<file path="src/rtl/sse_pkg.sv">
// Shared constants, codes and controller/datapath signal types of the semaphore set engine.
`timescale 1ns / 1ps
`default_nettype none
package sse_pkg;

  localparam int NUM_SETS     = 32;
  localparam int SEMS_PER_SET = 32;
  localparam int SLOT_W       = (NUM_SETS > 1) ? $clog2(NUM_SETS) : 1;
  localparam int IDX_W        = (SEMS_PER_SET > 1) ? $clog2(SEMS_PER_SET) : 1;
  localparam int PCNT_W       = $clog2(SEMS_PER_SET + 1);
  localparam int ADDR_W       = SLOT_W + IDX_W;
  localparam int RAM_DEPTH    = NUM_SETS * (2 ** IDX_W);

  localparam int ACTION_W = 3;
  localparam int KEY_W    = 32;
  localparam int COUNT_W  = 6;
  localparam int ID_W     = 31;
  localparam int SIDX_W   = 6;
  localparam int VAL_W    = 16;
  localparam int STATUS_W = 3;

  localparam logic [ACTION_W-1:0] ACT_GET_SET   = 3'd0;
  localparam logic [ACTION_W-1:0] ACT_SEM_OP    = 3'd1;
  localparam logic [ACTION_W-1:0] ACT_GET_VALUE = 3'd2;
  localparam logic [ACTION_W-1:0] ACT_SET_VALUE = 3'd3;
  localparam logic [ACTION_W-1:0] ACT_REMOVE    = 3'd4;

  localparam logic [STATUS_W-1:0] ST_OK          = 3'd0;
  localparam logic [STATUS_W-1:0] ST_INVALID     = 3'd1;
  localparam logic [STATUS_W-1:0] ST_EXISTS      = 3'd2;
  localparam logic [STATUS_W-1:0] ST_NOT_FOUND   = 3'd3;
  localparam logic [STATUS_W-1:0] ST_NO_SLOT     = 3'd4;
  localparam logic [STATUS_W-1:0] ST_INDEX_BIG   = 3'd5;
  localparam logic [STATUS_W-1:0] ST_WOULD_BLOCK = 3'd6;
  localparam logic [STATUS_W-1:0] ST_MUST_WAIT   = 3'd7;

  typedef struct packed {
    logic [ACTION_W-1:0] action;
    logic [KEY_W-1:0]    key;
    logic [COUNT_W-1:0]  count;
    logic                create_flag;
    logic                exclusive_flag;
    logic [ID_W-1:0]     set_id;
    logic [SIDX_W-1:0]   sem_index;
    logic [VAL_W-1:0]    sem_delta;
    logic                no_wait;
    logic                last_op;
    logic [VAL_W-1:0]    new_value;
  } item_t;

  typedef struct packed {
    logic                latch;
    logic                pend_push;
    logic                pend_clr;
    logic                scan_start;
    logic                scan_step;
    logic                op_clr;
    logic                op_inc;
    logic                zero_wr;
    logic                alloc;
    logic                remove;
    logic                rd_item;
    logic                rd_op;
    logic                wr_item;
    logic                wr_op;
    logic                val_clr;
    logic                val_ident;
    logic                val_ram;
    logic                out_load;
    logic [STATUS_W-1:0] out_status;
    logic                out_wake;
  } cmd_t;

  typedef struct packed {
    logic [ACTION_W-1:0] action;
    logic                key_nz;
    logic                create_flag;
    logic                exclusive_flag;
    logic                last_op;
    logic                cnt_over;
    logic                cnt_zero;
    logic                cnt_gt_size;
    logic                idx_bad;
    logic                scan_last;
    logic                match_found;
    logic                free_found;
    logic                pend_over;
    logic                pend_nowait;
    logic                op_done;
    logic                op_idx_bad;
    logic                chk_fail;
    logic                zero_last;
    logic                out_free;
  } stat_t;

endpackage
`default_nettype wire

</file>
<file path="src/rtl/sse_ctrl.sv">
// Controller state machine that sequences lookups, group checks and updates.
`timescale 1ns / 1ps
`default_nettype none
module sse_ctrl (
  input  wire logic           clk_i,
  input  wire logic           rst_ni,
  input  wire logic           in_valid_i,
  output logic                in_ready_o,
  input  wire sse_pkg::stat_t stat_i,
  output sse_pkg::cmd_t       cmd_o
);
  typedef enum logic [3:0] {
    S_IDLE, S_DISPATCH, S_SCAN, S_DECIDE, S_ZERO, S_VWAIT,
    S_CHECK, S_CWAIT, S_APPLY, S_AWAIT, S_RESP
  } state_e;

  state_e                       state_q, state_d;
  logic [sse_pkg::STATUS_W-1:0] st_q, st_d;
  logic                         wake_q, wake_d;

  assign in_ready_o = (state_q == S_IDLE);

  always_comb begin
    cmd_o   = '0;
    state_d = state_q;
    st_d    = st_q;
    wake_d  = 1'b0;
    cmd_o.out_status = st_q;
    cmd_o.out_wake   = wake_q;
    case (state_q)
      S_IDLE: begin
        cmd_o.latch = in_valid_i;
        if (in_valid_i) begin
          state_d = S_DISPATCH;
        end
      end
      S_DISPATCH: begin
        cmd_o.val_clr = 1'b1;
        state_d = S_RESP;
        st_d    = sse_pkg::ST_INVALID;
        case (stat_i.action)
          sse_pkg::ACT_GET_SET: begin
            if (!stat_i.cnt_over) begin
              cmd_o.scan_start = 1'b1;
              state_d = S_SCAN;
            end
          end
          sse_pkg::ACT_SEM_OP: begin
            cmd_o.pend_push = 1'b1;
            if (!stat_i.last_op) begin
              state_d = S_IDLE;
            end else if (stat_i.pend_over) begin
              cmd_o.pend_clr = 1'b1;
            end else begin
              cmd_o.scan_start = 1'b1;
              state_d = S_SCAN;
            end
          end
          sse_pkg::ACT_GET_VALUE, sse_pkg::ACT_SET_VALUE, sse_pkg::ACT_REMOVE: begin
            cmd_o.scan_start = 1'b1;
            state_d = S_SCAN;
          end
          default: begin
            state_d = S_RESP;
          end
        endcase
      end
      S_SCAN: begin
        cmd_o.scan_step = 1'b1;
        if (stat_i.scan_last) begin
          state_d = S_DECIDE;
        end
      end
      S_DECIDE: begin
        state_d = S_RESP;
        st_d    = sse_pkg::ST_INVALID;
        case (stat_i.action)
          sse_pkg::ACT_GET_SET: begin
            if (stat_i.key_nz && stat_i.match_found) begin
              if (stat_i.create_flag && stat_i.exclusive_flag) begin
                st_d = sse_pkg::ST_EXISTS;
              end else if (!stat_i.cnt_zero && stat_i.cnt_gt_size) begin
                st_d = sse_pkg::ST_INVALID;
              end else begin
                cmd_o.val_ident = 1'b1;
                st_d = sse_pkg::ST_OK;
              end
            end else if (stat_i.key_nz && !stat_i.create_flag) begin
              st_d = sse_pkg::ST_NOT_FOUND;
            end else if (stat_i.cnt_zero) begin
              st_d = sse_pkg::ST_INVALID;
            end else if (!stat_i.free_found) begin
              st_d = sse_pkg::ST_NO_SLOT;
            end else begin
              cmd_o.alloc     = 1'b1;
              cmd_o.val_ident = 1'b1;
              cmd_o.op_clr    = 1'b1;
              st_d    = sse_pkg::ST_OK;
              state_d = S_ZERO;
            end
          end
          sse_pkg::ACT_SEM_OP: begin
            if (!stat_i.match_found) begin
              cmd_o.pend_clr = 1'b1;
            end else begin
              cmd_o.op_clr = 1'b1;
              state_d = S_CHECK;
            end
          end
          sse_pkg::ACT_GET_VALUE: begin
            if (stat_i.match_found && !stat_i.idx_bad) begin
              cmd_o.rd_item = 1'b1;
              st_d    = sse_pkg::ST_OK;
              state_d = S_VWAIT;
            end
          end
          sse_pkg::ACT_SET_VALUE: begin
            if (stat_i.match_found && !stat_i.idx_bad) begin
              cmd_o.wr_item = 1'b1;
              st_d   = sse_pkg::ST_OK;
              wake_d = 1'b1;
            end
          end
          sse_pkg::ACT_REMOVE: begin
            if (stat_i.match_found) begin
              cmd_o.remove = 1'b1;
              st_d   = sse_pkg::ST_OK;
              wake_d = 1'b1;
            end
          end
          default: begin
            st_d = sse_pkg::ST_INVALID;
          end
        endcase
      end
      S_ZERO: begin
        cmd_o.zero_wr = 1'b1;
        cmd_o.op_inc  = 1'b1;
        if (stat_i.zero_last) begin
          state_d = S_RESP;
        end
      end
      S_VWAIT: begin
        cmd_o.val_ram = 1'b1;
        state_d = S_RESP;
      end
      S_CHECK: begin
        if (stat_i.op_done) begin
          cmd_o.op_clr = 1'b1;
          state_d = S_APPLY;
        end else if (stat_i.op_idx_bad) begin
          cmd_o.pend_clr = 1'b1;
          st_d    = sse_pkg::ST_INDEX_BIG;
          state_d = S_RESP;
        end else begin
          cmd_o.rd_op = 1'b1;
          state_d = S_CWAIT;
        end
      end
      S_CWAIT: begin
        if (stat_i.chk_fail) begin
          cmd_o.pend_clr = 1'b1;
          st_d    = stat_i.pend_nowait ? sse_pkg::ST_WOULD_BLOCK : sse_pkg::ST_MUST_WAIT;
          state_d = S_RESP;
        end else begin
          cmd_o.op_inc = 1'b1;
          state_d = S_CHECK;
        end
      end
      S_APPLY: begin
        if (stat_i.op_done) begin
          cmd_o.pend_clr = 1'b1;
          st_d    = sse_pkg::ST_OK;
          wake_d  = 1'b1;
          state_d = S_RESP;
        end else begin
          cmd_o.rd_op = 1'b1;
          state_d = S_AWAIT;
        end
      end
      S_AWAIT: begin
        cmd_o.wr_op  = 1'b1;
        cmd_o.op_inc = 1'b1;
        state_d = S_APPLY;
      end
      S_RESP: begin
        wake_d = wake_q;
        if (stat_i.out_free) begin
          cmd_o.out_load = 1'b1;
          state_d = S_IDLE;
        end
      end
      default: begin
        state_d = S_IDLE;
      end
    endcase
  end

  always_ff @(posedge clk_i or negedge rst_ni) begin
    if (!rst_ni) begin
      state_q <= S_IDLE;
      st_q    <= sse_pkg::ST_OK;
      wake_q  <= 1'b0;
    end else begin
      state_q <= state_d;
      st_q    <= st_d;
      wake_q  <= wake_d;
    end
  end
endmodule
`default_nettype wire

</file>
<file path="config.mk">
export PLATFORM = sky130hd
export DESIGN_NAME = sse_ctrl
export DESIGN_NICKNAME = d
export VERILOG_FILES = /design/src/rtl/sse_pkg.sv /design/src/rtl/sse_ctrl.sv
export SDC_FILE = /design/constraint.sdc
export NUM_CORES = 1
export LEC_CHECK = 0
export ABC_AREA = 0
export BUFFER_PORTS_ARGS = -buffer_cell sky130_fd_sc_hd__buf_2
export CAP_MARGIN = 20
export CORE_UTILIZATION = 51
export CTS_CLUSTER_SIZE = 12
export DETAILED_ROUTE_END_ITERATION = 16
export PLACE_DENSITY_LB_ADDON = 0.12
export SETUP_SLACK_MARGIN = 0.2
export SLEW_MARGIN = 20
export SYNTH_ARGS = -nofsm -noshare
export SYNTH_HDL_FRONTEND = slang
export SYNTH_SLANG_ARGS = --single-unit
</file>
<file path="constraint.sdc">
create_clock -name clk_i -period 3.9 [get_ports clk_i]
set_input_delay 0 -clock clk_i [delete_from_list [all_inputs] [get_ports clk_i]]
set_output_delay 0 -clock clk_i [all_outputs]
set_load 0.1 [all_outputs]
</file>
==> key figures <==
Floorplanning
  – Die X: 48.04 um
  – Initial core utilization: 54.55%
  – Rows: 16
  – Die area: 0.002308 mm2
  – Die extent in y: 48.04 um
  – Core region area: 0.001982 mm2
  – IO Count: 47

Global routing
  – Vias in the first global route: 935
  – Total grt overflow: 0
  – GRT Overall Usage: 26.53%
  – Largest net degree at the start of global routing: 22
  – Initial antenna violation count: 0
  – First-pass GRT wire length: 4264 um

Critical path
  – Critical path startpoint category: register
  – Cells on worst reg2reg path: 4
  – Worst endpoint required time: 3.90 ns
  – Largest fanout on the critical path: 21
  – FF-to-FF Start: state_q[3]$_DFFE_PN0P_
  – Worst EP arrival: 2.28 ns
  – R2r endpoint: st_q[2]$_DFFE_PN0P_
  – Reg2reg setup slack: 1.98 ns
  – Type of the worst setup path: reg2out
  – Critical path capture point type: output pin

Clock network
  – Worst-case clock buffer depth: 2
  – H-tree levels: 1
  – Clock slew at reported path FFs: 0.05 ns
  – Clock root buffer: clkbuf_4
  – Cts bufs inserted: 3
  – Resized cells post-CTS: 0
  – Sink Count: 8
  – Worst-skew pair later-pin latency: 0.24 ns
  – TritonCTS clock tree: done

Power
  – Pwr per Cell Area: 657.7 mW/mm2
  – Sw frac: 65.23%
  – Maximum vdd ir drop: 0.7253 mV
  – Switching power: 0.5696 mW
  – Clock network fraction of total power: 6.6%
  – Leakage power: 0.6436 nW
  – Logic pwr share: 73.2%
  – Power, Total: 0.8732 mW
  – P_int: 0.3036 mW
  – Sequential power share: 20.2%

Status
  – Outcome: completed

Layout
  – Multi-input logic area: 797.0 um2
  – Reg area: 200.2 um2
  – Area growth, synth to finish: 22.80%
  – Final nets: 213
  – Antenna Cells: 0
  – Layout cells sized above 1: 33.16%
  – Fill cells: 179

Place
  – Dpl hpwl: 2376 um
  – I/O Buffers: 46
  – Routability Congestion: 0.9529

STA
  – Final worst-path cycle share: 58.34%
  – Maximum clock rate: 0.4395 GHz
  – Slew Viols, Final: 0
  – Worst Skew: 0.003884 ns
  – Worst Tran Pin Value: 0.6226 ns
  – Final setup viols: 0
  – Hold Fails Final Rpt: 0
  – Setup TNS: 0 ns
  – Max_slew headroom: 58.50%
  – RSZ-0062 raised after global routing: no
  – Min Tclk post-route: 2.275 ns

Drt
  – Vias per Instance: 5.925
  – Routed wire length: 2939 um
  – Drt drc: 0
  – DR WL/cell: 13.73 um
  – Routed vias: 1268
  – DR iter-0 viols: 46
  – Pre-antenna DRT Iters: 4
  – Antenna viol nets, final: 0

Yosys
  – Syn nets: 171
  – Synth cell types: 51
  – Leading post-synthesis cells by cell area: dfrtp_1 19%, nand2_1 6.3%, nor2_1 5.2%, a21oi_1 4.2%, nand2b_1 3.5%
  – Most common cell in the netlist: nand2_1
  – Number of synthesized flops with an enable pin: 0
  – Cells after synthesis: 147
  – Cell taking the most area after synthesis: dfrtp_1
  – Most used DFF post-synth: dfrtp_1
  – Share of flip-flops with an asynchronous set or reset: 100.0%
  – Sequential share of the synthesized area: 18.52%
  – Top cell type's share of synthesized area: 18.52%
  – Synthesis Warnings: 0
  – Synthesized area per cell: 7.354 um2
  – Synth cell count leaders: 18 x nand2_1, 15 x nor2_1, 9 x a21oi_1, 9 x inv_1, 8 x dfrtp_1
  – Synthesized area: 0.001081 mm2
  – Flops & latches, synth: 8

Worst hold path
  – Hold path startpoint: stat_i[9]
  – HP Class: in2reg
  – Hold Path Sink: state_q[1]$_DFFE_PN0P_
  – Worst hold path cell count: 4

Job
  – Max_cap viols: 0
==> state kept, by name, indices dropped and copies added, names as in the netlist <==
signal	flops
st_q	3
wake_q	1
state_q	4
==> power by group through the flow <==
stage	Sequential [mW]	Combinational (mW)	Clock, mW
after floorplan	0.158	0.559	0
after global placement	0.174	0.633	0
after detailed placement	0.177	0.635	0
after CTS	0.175	0.638	0.0614
after global routing	0.185	0.673	0.0640
final	0.176	0.639	0.0577
==> logic make-up after synthesis <==
| logic type | after synthesis | synth area share (%) |
|---|---|---|
| DFF | 8 | 18.52 |
| AOI/OAI and AO/OA | 48 | 34.72 |
| and+or+nand+nor | 69 | 35.53 |
| buffers and inverters | 19 | 8.216 |
| muxes | 3 | 3.009 |
==> critical path: stages, from the launching register on <==
cell and delay [ns]:
dfrtp_1 0.70, and4bb_2 0.40, nand2_2 0.09, nor3b_1 0.34, buf_2 0.50
==> metal layers <==
metal  wire length [um]  vias to the layer above  GRT usage, %
met5                  0                        -             0
met4                 15                        0         6.667
met3                235                        2         3.396
met2               1401                       58         41.89
met1               1286                      582         38.13
li1                   -                      626             -
==> cells in the final DEF, fill, tap and decap left out, types with 6 or more instances in the layout <==
cell type / synthesis / layout
a21oi_1: 9 / 9
inv_1: 9 / 9
buf_2: 5 / 46
nand2_1: 18 / 18
nor2_1: 15 / 15
o22ai_1: 6 / 6
dfrtp_1: 8 / 8
nor3_1: 7 / 6
nand2b_1: 6 / 6
==> timing repair <==
item | CTS | global route
setup endpoints to repair | 0 | 0
hold buffers | 1 | 0
setup buffers | 0 | 0
endpoints found under the hold margin | 8 | 0
==> worst max path at each step <==
stage	cells after the start	slack [ns]	endpoint	from
2_1_floorplan	4	0.34	cmd_o[15]	state_q[0]$_DFFE_PN0P_
3_3_place_gp	5	1.96	cmd_o[19]	state_q[1]$_DFFE_PN0P_
3_5_place_dp	5	1.92	cmd_o[19]	state_q[1]$_DFFE_PN0P_
4_1_cts	4	1.64	cmd_o[11]	state_q[0]$_DFFE_PN0P_
5_1_grt	5	1.51	cmd_o[19]	state_q[2]$_DFFE_PN0P_
6_report	4	1.62	cmd_o[11]	state_q[1]$_DFFE_PN0P_
==> area by class of cell <==
type | instances | area share [%]
clock buffer | 3 | 1.697
inverter | 9 | 2.545
sequential | 8 | 15.08
timing repair buffer | 47 | 18.10
tap | 27 | 2.545
multi-input combinational | 120 | 60.04
==> stage by stage <==
step	hold WS, ns	std cells	area, um2	setup WS, ns	utilization [%]
5_1_grt	0.09132	214	1328	1.506	66.98
3_5_place_dp	-0.1571	210	1295	1.917	65.34
3_3_place_gp	-0.1591	210	1295	1.957	65.34
4_1_cts	0.06884	214	1328	1.638	66.98
6_report	0.07588	214	1328	1.625	66.98
2_1_floorplan	-0.2956	147	1086	0.3372	-
(Power assumes the default switching activity.)
